--- config.mk ---
export PLATFORM = sky130hd
export DESIGN_NAME = vsd_front
export DESIGN_NICKNAME = d
export VERILOG_FILES = /design/src/rtl/vsd_pkg.sv /design/src/rtl/vsd_front.sv
export SDC_FILE = /design/constraint.sdc
export NUM_CORES = 1
export LEC_CHECK = 0
export ABC_CLOCK_PERIOD_IN_PS = 2200
export BUFFER_PORTS_ARGS = -buffer_cell sky130_fd_sc_hd__buf_2
export CAP_MARGIN = 10
export CELL_PAD_IN_SITES_DETAIL_PLACEMENT = 0
export CELL_PAD_IN_SITES_GLOBAL_PLACEMENT = 1
export CORE_MARGIN = 5
export CORE_UTILIZATION = 36
export CTS_CLUSTER_DIAMETER = 60
export DETAILED_ROUTE_END_ITERATION = 12
export PLACE_DENSITY_LB_ADDON = 0.1
export SETUP_SLACK_MARGIN = 0.02
export SKIP_CTS_REPAIR_TIMING = 1
export SLEW_MARGIN = 30
export SYNTH_ARGS = -nofsm -noshare
export SYNTH_HDL_FRONTEND = slang
export SYNTH_SLANG_ARGS = --single-unit
export TNS_END_PERCENT = 10
--- constraint.sdc ---
create_clock -name clk -period 2.2 [get_ports clk]
set_input_delay 0.22 -clock clk [delete_from_list [all_inputs] [get_ports clk]]
set_output_delay 0.22 -clock clk [all_outputs]
set_load 0.02 [all_outputs]
--- src/rtl/vsd_pkg.sv ---
// Shared types and constants for the seven-segment digit generator.
// No dependencies; used by every module of the block.
package vsd_pkg;

    localparam int VALUE_W = 32;
    localparam int POS_W = 3;
    localparam int SEG_W = 8;

    localparam logic MODE_HEX = 1'b0;
    localparam logic MODE_DEC = 1'b1;

    localparam logic [3:0] NIBBLE_MASK = 4'hF;
    localparam logic [VALUE_W-1:0] RECIP_TEN = 32'hCCCC_CCCD;
    localparam int RECIP_SHIFT = 35;

    typedef struct packed {
        logic [VALUE_W-1:0] value;
        logic               mode;
    } vsd_item_t;

    typedef struct packed {
        logic      valid;
        vsd_item_t item;
    } vsd_queue_out_t;

    function automatic logic [SEG_W-1:0] glyph(input logic [3:0] nib);
        logic [SEG_W-1:0] seg;
        case (nib)
            4'h0: seg = 8'h3F;
            4'h1: seg = 8'h06;
            4'h2: seg = 8'h5B;
            4'h3: seg = 8'h4F;
            4'h4: seg = 8'h66;
            4'h5: seg = 8'h6D;
            4'h6: seg = 8'h7D;
            4'h7: seg = 8'h07;
            4'h8: seg = 8'h7F;
            4'h9: seg = 8'h6F;
            4'hA: seg = 8'h77;
            4'hB: seg = 8'h7C;
            4'hC: seg = 8'h39;
            4'hD: seg = 8'h5E;
            4'hE: seg = 8'h79;
            4'hF: seg = 8'h71;
            default: seg = 8'h00;
        endcase
        return seg;
    endfunction

endpackage

--- src/rtl/vsd_front.sv ---
// Front end: accepts requests and holds them in a two-entry queue.
// Depends on vsd_pkg for the request type.
module vsd_front
    import vsd_pkg::*;
(
    input  logic           clk,
    input  logic           rst_n,
    input  logic           push,
    input  logic [31:0]    value,
    input  logic           mode,
    output logic           full,
    output vsd_queue_out_t q_out,
    input  logic           q_take
);

    vsd_item_t  mem_reg [2];
    logic       wr_ptr_reg, wr_ptr_next;
    logic       rd_ptr_reg, rd_ptr_next;
    logic [1:0] count_reg, count_next;
    logic       do_wr, do_rd;

    assign full = (count_reg == 2'd2);
    assign do_wr = push && !full;
    assign do_rd = q_take && (count_reg != 2'd0);

    assign q_out.valid = (count_reg != 2'd0);
    assign q_out.item = mem_reg[rd_ptr_reg];

    always_comb
    begin
        wr_ptr_next = do_wr ? ~wr_ptr_reg : wr_ptr_reg;
        rd_ptr_next = do_rd ? ~rd_ptr_reg : rd_ptr_reg;
        count_next = count_reg;
        if (do_wr && !do_rd)
        begin
            count_next = count_reg + 2'd1;
        end
        else if (do_rd && !do_wr)
        begin
            count_next = count_reg - 2'd1;
        end
    end

    always_ff @(posedge clk)
    begin
        if (do_wr)
        begin
            mem_reg[wr_ptr_reg].value <= value;
            mem_reg[wr_ptr_reg].mode <= (mode == MODE_DEC) ? MODE_DEC : MODE_HEX;
        end
    end

    always_ff @(posedge clk or negedge rst_n)
    begin
        if (!rst_n)
        begin
            wr_ptr_reg <= 1'b0;
            rd_ptr_reg <= 1'b0;
            count_reg <= 2'd0;
        end
        else
        begin
            wr_ptr_reg <= wr_ptr_next;
            rd_ptr_reg <= rd_ptr_next;
            count_reg <= count_next;
        end
    end

endmodule

# [Word level (Yosys, flattened, before mapping)]
# Memory sizes are Yosys's and may differ from the RTL's.
# Index checks and enable logic that the tools add are counted.
# Widths: inputs -> output; s select.
[op_classes] addsub=2 eq_ne=1 muxes=5 n_bitwise=2 reduce_logical=9
[ops] op="$logic_and 1x1->1" count=4
[ops] op="$mux 2" count=2
[ops] op="$reduce_bool 2->1" count=2
[ops] op="$logic_not 1->1" count=3
[ops] op="$mux 1" count=3
[ops] op="$add 2x1->2 const B" count=1
[ops] op="$eq 2x2->1 const B" count=1
[ops] op="$not 1->1" count=2
[ops] op="$sub 2x1->2 const B" count=1
[word_totals] regBits=4 ram_bits=66 input_bits=37 mem_count=1
[mem_list] memory="mem_reg" depth=2 width=33 rd=1 rd_ports_with_merged_regs=0 write_ports=1 line="vsd_front.sv:16" source="vsd_item_t mem_reg [2];"

# [Longest topological paths before layout]
# Gate-level depths: netlist of run 1.
[logic_depth] ltp_word=7 depth_mapped=7 ltp_nobuf=7

# [Worst setup path after synthesis of run 1]
# No wires, ideal clock.
[synth_path] path_kind="reg2reg" start="register count_reg[0]" end="memory mem_reg[0][0] (netlist name), enable pin" setup_time_ns=0.423 arrival_time_ns=2.019 t_required_ns=1.777 setup_slack_ns=-0.242 stages_incl_launch_ff=4 n_path_buf=0 path_cell_list="dfrtp_1 > nand2b_1 > nand2_1 > nor2_1"
[synth_between] elab_chain_cells=5
[synth_rtl] item="from (decl)" line="vsd_front.sv:19" source="logic [1:0] count_reg, count_next;"
[synth_rtl] item="from (signal assigned)" line="vsd_front.sv:65" source="count_reg <= count_next;"
[synth_rtl] item="$eq 2x2->1" line="vsd_front.sv:22" source="assign full = (count_reg == 2'd2);"
[synth_rtl] item="$logic_not 1->1" line="vsd_front.sv:23" source="assign do_wr = push && !full;"
[synth_rtl] item="$logic_and 1x1->1" line="vsd_front.sv:23"
[synth_rtl] item="$mux 1" line="vsd_front.sv:46" source="if (do_wr)"
[synth_rtl] item="$mux 1" line="vsd_front.sv:49" source="mem_reg[wr_ptr_reg].mode <= (mode == MODE_DEC) ? MODE_DEC : MODE_HEX;"
[synth_rtl] item="to (decl)" line="vsd_front.sv:16"
# Every way passes these cells.

==> results of run 1 <==
cell type report:
cell class              instances  area share (%)
clock buffers                  12            3.97
repair buffers                 75            12.5
flip-flops and latches         70            61.2
multi-input cells              46            17.1
clock inverters                 4            1.40
inverters                       2           0.221
well taps                      99            3.64
logic make-up (layout without fill, tap and decap cells):
| logic type | after synthesis | count (layout) | share of synthesized area [%] |
|---|---|---|---|
| muxes | 33 | 33 | 17.6 |
| adders and majority gates | 1 | 1 | 0.458 |
| buffers and inverters | 6 | 93 | 2.88 |
| and+or+nand+nor | 7 | 7 | 1.33 |
| xor gates and xnor gates | 5 | 5 | 1.60 |
| DFF | 70 | 70 | 76.2 |
layout by cell type (no fill, tap or decap), drive strengths merged:
cell type	count
dfrtp	4
clkinv	2
dlygate4sd3	1
buf	74
and3	1
or2	1
nand2	2
mux2	33
bufinv	1
ha	1
clkbuf	12
inv	2
xor2	2
xnor2	3
clkinvlp	1
nand2b	1
nor2	2
edfxtp	66
metal layers:
metal  wire [µm]  up-vias
met5           0        -
met4          84        0
met3         314        9
met2        2350       46
met1        1900      648
li1            -      632
worst max-delay path, stage by stage, from the launching register on:
cell and delay (ns):
dfrtp_2 0.59, buf_12 0.26, mux2_2 0.35, buf_2 0.16
synth_stat cells:
master / instances
xnor2_1: 3
ha_1: 1
buf_6: 1
mux2_4: 29
and3_1: 1
buf_12: 3
nand2_2: 1
nand2_1: 1
dfrtp_1: 4
inv_1: 2
nand2b_1: 1
edfxtp_1: 66
mux2_2: 4
nor2_1: 2
xor2_1: 2
or2_1: 1
power by group through the flow:
| stage | Combinational, mW | Clock (mW) | Sequential (mW) |
|---|---|---|---|
| 3_3_place_gp | 1.73 | 0 | 1.99 |
| 4_1_cts | 1.76 | 0.981 | 1.98 |
| 6_report | 1.73 | 0.947 | 1.98 |
| 5_1_grt | 1.85 | 1.04 | 2.01 |
| 2_1_floorplan | 1.39 | 0 | 1.93 |
| 3_5_place_dp | 1.76 | 0 | 2.01 |
how the worst max path moves through the flow:
stage          cells after the start              to    startpoint  slack [ns]
6_report                           3       q_out[28]    rd_ptr_reg        0.28
5_1_grt                            3       q_out[27]    rd_ptr_reg        0.18
4_1_cts                            3       q_out[28]    rd_ptr_reg        0.25
3_5_place_dp                       4  mem_reg[0][13]  count_reg[0]        0.57
3_3_place_gp                       4  mem_reg[0][29]  count_reg[0]        0.62
2_1_floorplan                      3   mem_reg[0][0]  count_reg[0]        0.30
==> summary.md, run 1 <==
| Metric | Value |
|---|---|
| Final hold viol count | `0` |
| Switching pwr | `roughly 1.5 mW` |
| R2r startpoint | `count_reg[0]` |
| Clk pwr share | `a little over 20%` |
| Clk_skew | `0.00454 ns` |
| Worst skew pair latency | `about 0.32 ns` |
| Fin area | `between 3000 and 4000 µm²` |
| WS Path Type | `reg2out` |
| Num CTS Buffers | `9` |
| Antenna violations before repair | `0` |
| I/O Buffers | `71` |
| Worst r2r path cells | `4` |
| CTS root buf | `clkbuf_8` |
| # H-tree levels | `3` |
| GR met2 Demand/Resource | `17.1%` |
| Post-Syn Area | `about 2700 µm²` |
| Drt pass-1 iters | `4` |
| Routability-driven placement congestion ratio | `about 0.69` |
| Worst-path clk slew | `0.07 ns` |
| Pre-CTS WS | `0.568 ns` |
| Flops & latches, synth | `70` |
| WHS Endpoint | `mem_reg[0][26]` |
| Most used routing layer | `met2` |
| Non-Filler Instances | `just over 300` |
| Syn Nets | `160` |
| Register Area | `2080 µm²` |
| Slew at the pin closest to its max-slew limit | `0.443 ns` |
| CTS tree | `built` |
| Met1 GRT Util | `12.2%` |
| Combinational Power Share | `37.1%` |
| CP max FO | `24` |
| Largest net degree at the start of global routing | `25` |
| First-pass GRT wire length | `approximately 7600 µm` |
| Hold crit path type | `in2reg` |
| Mapped Cells | `about 120` |
| Synth top area share | `72.5%` |
| Ports | `just over 70` |
| Core area | `7330 µm²` |
| Slew margin rel. | `70.4%` |
| Multi-input logic area | `582 µm²` |
| IR drop worst, VDD | `0.000669 V` |
| Clock Tree Buf Depth | `2` |
| CP Launch Type | `register` |
| WL per Instance | `around 15 µm` |
| Hold Path Depth | `1` |
| Setup_tns | `0 ns` |
| Final setup violation count | `0` |
| Area growth syn-to-layout | `24.5%` |
| Core Rows | `31` |
| Post-placement cell area | `3210 µm²` |
| Largest cells by area after synthesis | `edfxtp_1, mux2_4, dfrtp_1` |
| Lkg Pwr | `around 1.4 nW` |
| Req. time, crit path | `1.98 ns` |
| FMAX | `521 MHz` |
| Reg2reg end | `mem_reg[0][31]` |
| Fin. max-slew vios | `0` |
| Fillers | `630` |
| Worst setup EP type | `output pin` |
| Power Total | `4.65 mW` |
| Final core utilization | `46.4%` |
| Routed Antenna Nets | `0` |
| Chip width | `97.1 µm` |
| CP arrival | `1.70 ns` |
| Sw Ratio | `32.2%` |
| Synth warn | `0` |
| Period minus WS final | `1.92 ns` |
| Max Cap Violations | `0` |
| R2R Setup Slk | `0.58 ns` |
| Via count | `1335` |
| Hold Startpoint | `value[25]` |
| Final WS setup | `around 0.28 ns` |
| WHS | `0.0794 ns` |
| DRC Markers | `0` |
| PwrDens | `1370 nW/µm²` |
| Status | `completed` |
| Dpl hpwl | `3330 µm` |
| Pint | `3.15 mW` |
| Period utilization | `between 80% and 90%` |
| Total GRT Usage | `10.7%` |
| Share of layout cells above drive strength 1 | `~59%` |
| Unique cell type count in the Yosys netlist | `16` |
| Via/cell ratio | `4.33` |
| Max reg flops | `66` |
| DIE HEIGHT | `a little under 100 µm` |
| M3 GR Usage | `4.52%` |
| Die area | `~9400 µm²` |
| Clk sink count | `70` |
| Post-synth top area cell | `edfxtp_1` |
| Initial Util | `37.3%` |
| Placed cells | `about 290` |
| Syn avg cell area | `between 20 and 25 µm²` |
| Antenna cells | `0` |
| RSZ-0062 raised after global routing | `no` |
| Initial DRC count | `60` |
| Drt total wl | `4640 µm` |
| Grt ovf | `0` |
| Sequential group share of total power | `42.5%` |
| Seq/Total Area, Yosys | `76.2%` |
| Vias in the first global route | `1555` |
| Net total in the final layout | `242` |
(Power assumes the default switching activity.)
==> run 2: changes to the inputs <==
--- a/config.mk
+++ b/config.mk
@@ -5,7 +5,7 @@
 export SDC_FILE = /design/constraint.sdc
 export NUM_CORES = 1
 export LEC_CHECK = 0
-export ABC_CLOCK_PERIOD_IN_PS = 2200
+export ABC_CLOCK_PERIOD_IN_PS = 1950
 export BUFFER_PORTS_ARGS = -buffer_cell sky130_fd_sc_hd__buf_2
 export CAP_MARGIN = 10
 export CELL_PAD_IN_SITES_DETAIL_PLACEMENT = 0
@@ -14,6 +14,7 @@
 export CORE_UTILIZATION = 36
 export CTS_CLUSTER_DIAMETER = 60
 export DETAILED_ROUTE_END_ITERATION = 12
+export GPL_TIMING_DRIVEN = 0
 export PLACE_DENSITY_LB_ADDON = 0.1
 export SETUP_SLACK_MARGIN = 0.02
 export SKIP_CTS_REPAIR_TIMING = 1
==> constraint.sdc (replaced) <==
create_clock -name clk -period 1.95 [get_ports clk]
set_input_delay 0.195 -clock clk [delete_from_list [all_inputs] [get_ports clk]]
set_output_delay 0.195 -clock clk [all_outputs]
set_load 0.02 [all_outputs]
==> run 2 against run 1 <==
- wire length fell by 0.17%
- first-iteration DRC count is 28% lower
- sequential cell count unchanged
- setup slack worse by 0.10 ns
- power up 15%
- largest cell class unchanged
- die area unchanged
- final cell count grew 0.97%
- non-clock buffer count rose by 3
- utilization is 0.77 points higher
- final area is 1.7% higher
- clock power is 12% higher
- combinational power increased by 23%
==> summary.md, run 2 (same netlist as run 1, synthesis figures left out) <==
| Metric | Value |
|---|---|
| Status | `completed` |
| Hold Path Depth | `1` |
| Num CTS Buffers | `9` |
| R2r startpoint | `count_reg[0]` |
| Core area | `7330 µm²` |
| Max Cap Violations | `0` |
| DIE HEIGHT | `slightly below 100 µm` |
| Final setup violation count | `0` |
| Initial DRC count | `between 40 and 50` |
| WHS | `0.0519 ns` |
| Max reg flops | `66` |
| DRC Markers | `0` |
| Area growth syn-to-layout | `26.6%` |
| WL per Instance | `14.9 µm` |
| Vias in the first global route | `1540` |
| Req. time, crit path | `about 2 ns` |
| Slew at the pin closest to its max-slew limit | `0.633 ns` |
| Fillers | `655` |
| Grt ovf | `0` |
| Initial Util | `37.3%` |
| Lkg Pwr | `1.40 nW` |
| Total GRT Usage | `10.4%` |
| Clock Tree Buf Depth | `2` |
| Share of layout cells above drive strength 1 | `59.0%` |
| RSZ-0062 raised after global routing | `no` |
| Routability-driven placement congestion ratio | `0.701` |
| Reg2reg end | `mem_reg[0][1]` |
| R2R Setup Slk | `0.18 ns` |
| Commonest cells after routing, fill and taps aside | `buf_2, edfxtp_1, mux2_4` |
| Core Rows | `31` |
| Worst setup EP type | `register` |
| # H-tree levels | `3` |
| CP Launch Type | `register` |
| PwrDens | `1550 nW/µm²` |
| Most common cell after layout, fill and taps aside | `buf_2` |
| Hold Startpoint | `value[11]` |
| Period minus WS final | `1.77 ns` |
| I/O Buffers | `71` |
| CP arrival | `1.81 ns` |
| Die area | `9440 µm²` |
| Slew margin rel. | `roughly 58%` |
| CTS tree | `built` |
| Final WS setup | `0.179 ns` |
| Hold crit path type | `in2reg` |
| WHS Endpoint | `mem_reg[0][12]` |
| Worst r2r path cells | `4` |
| Dpl hpwl | `3370 µm` |
| Drt pass-1 iters | `4` |
| Worst-path clk slew | `approximately 0.07 ns` |
| Final hold viol count | `0` |
| Period utilization | `90.8%` |
| FMAX | `565 MHz` |
| Clk_skew | `0.00584 ns` |
| CTS root buf | `clkbuf_8` |
| WS Path Type | `reg2reg` |
| Via count | `1341` |
| Ports | `72` |
| Net total in the final layout | `245` |
| Antenna violations before repair | `0` |
| IR drop worst, VDD | `0.00103 V` |
| Drt total wl | `~4600 µm` |
| Pre-CTS WS | `about 0.15 ns` |
| Chip width | `97.1 µm` |
| First-pass GRT wire length | `7450 µm` |
| Via/cell ratio | `4.31` |
| Antenna cells | `0` |
| Largest net degree at the start of global routing | `25` |
| Clk sink count | `70` |
| Fin. max-slew vios | `0` |
| CP max FO | `19` |
| Worst skew pair latency | `0.33 ns` |
| Routed Antenna Nets | `0` |
## run 2: worst max-delay path by stage
stage	startpoint	to	slack (ns)
global placement	count_reg[0]	mem_reg[0][7]	-0.43
finish	count_reg[0]	mem_reg[0][1]	0.18
detailed placement	count_reg[0]	mem_reg[0][7]	0.15
floorplan	count_reg[0]	mem_reg[0][0]	0.05
global route	count_reg[0]	mem_reg[0][6]	0.03
CTS	count_reg[0]	mem_reg[0][1]	0.15
## run 2: through the flow
step | util, % | power (mW) | instance area (µm²) | TNS (ns) | std cells
4_1_cts | 47.1 | 5.47 | 3450 | 0 | 310
5_1_grt | 47.2 | 5.66 | 3460 | 0 | 311
3_5_place_dp | 44.6 | 4.38 | 3270 | 0 | 294
6_report | 47.2 | 5.37 | 3460 | 0 | 311
3_3_place_gp | 43.9 | 4.26 | 3220 | -22.69 | 292
2_1_floorplan | - | 3.75 | 2740 | 0 | 122
## run 2: routing by layer
metal / up-vias / track usage (%) / share of wire, %
met5: - / 0 / 0
met4: 0 / 5.51 / 1.3
met3: 8 / 4.16 / 6.7
met2: 48 / 17.5 / 53
met1: 644 / 11.2 / 39
li1: 641 / - / -
## run 2: final cells by class
class                           instances  area (µm²)  share of cell area [%]
Timing Repair Buffer                   74         413                    11.9
Inverter                                2        7.51                   0.217
Clock buffer                           11         131                    3.80
Clock inverter                          5        50.0                    1.45
Sequential cell                        70        2080                    60.2
Multi-Input combinational cell         46         582                    16.8
Buffer                                  4        71.3                    2.06
Tap cell                               99         124                    3.58
## run 2: critical path, cell delays in order, from the launching register on
cell	delay, ns
dfrtp_1	0.41
nand2b_1	0.17
nand2_1	0.15
nor2_4	0.52
buf_16	0.23
## run 2: report_power, final
group          switching (mW)  leakage [nW]  internal, mW
Sequential              0.109         0.660          2.06
Combinational            1.12         0.651          1.02
Clock                   0.483        0.0884         0.581
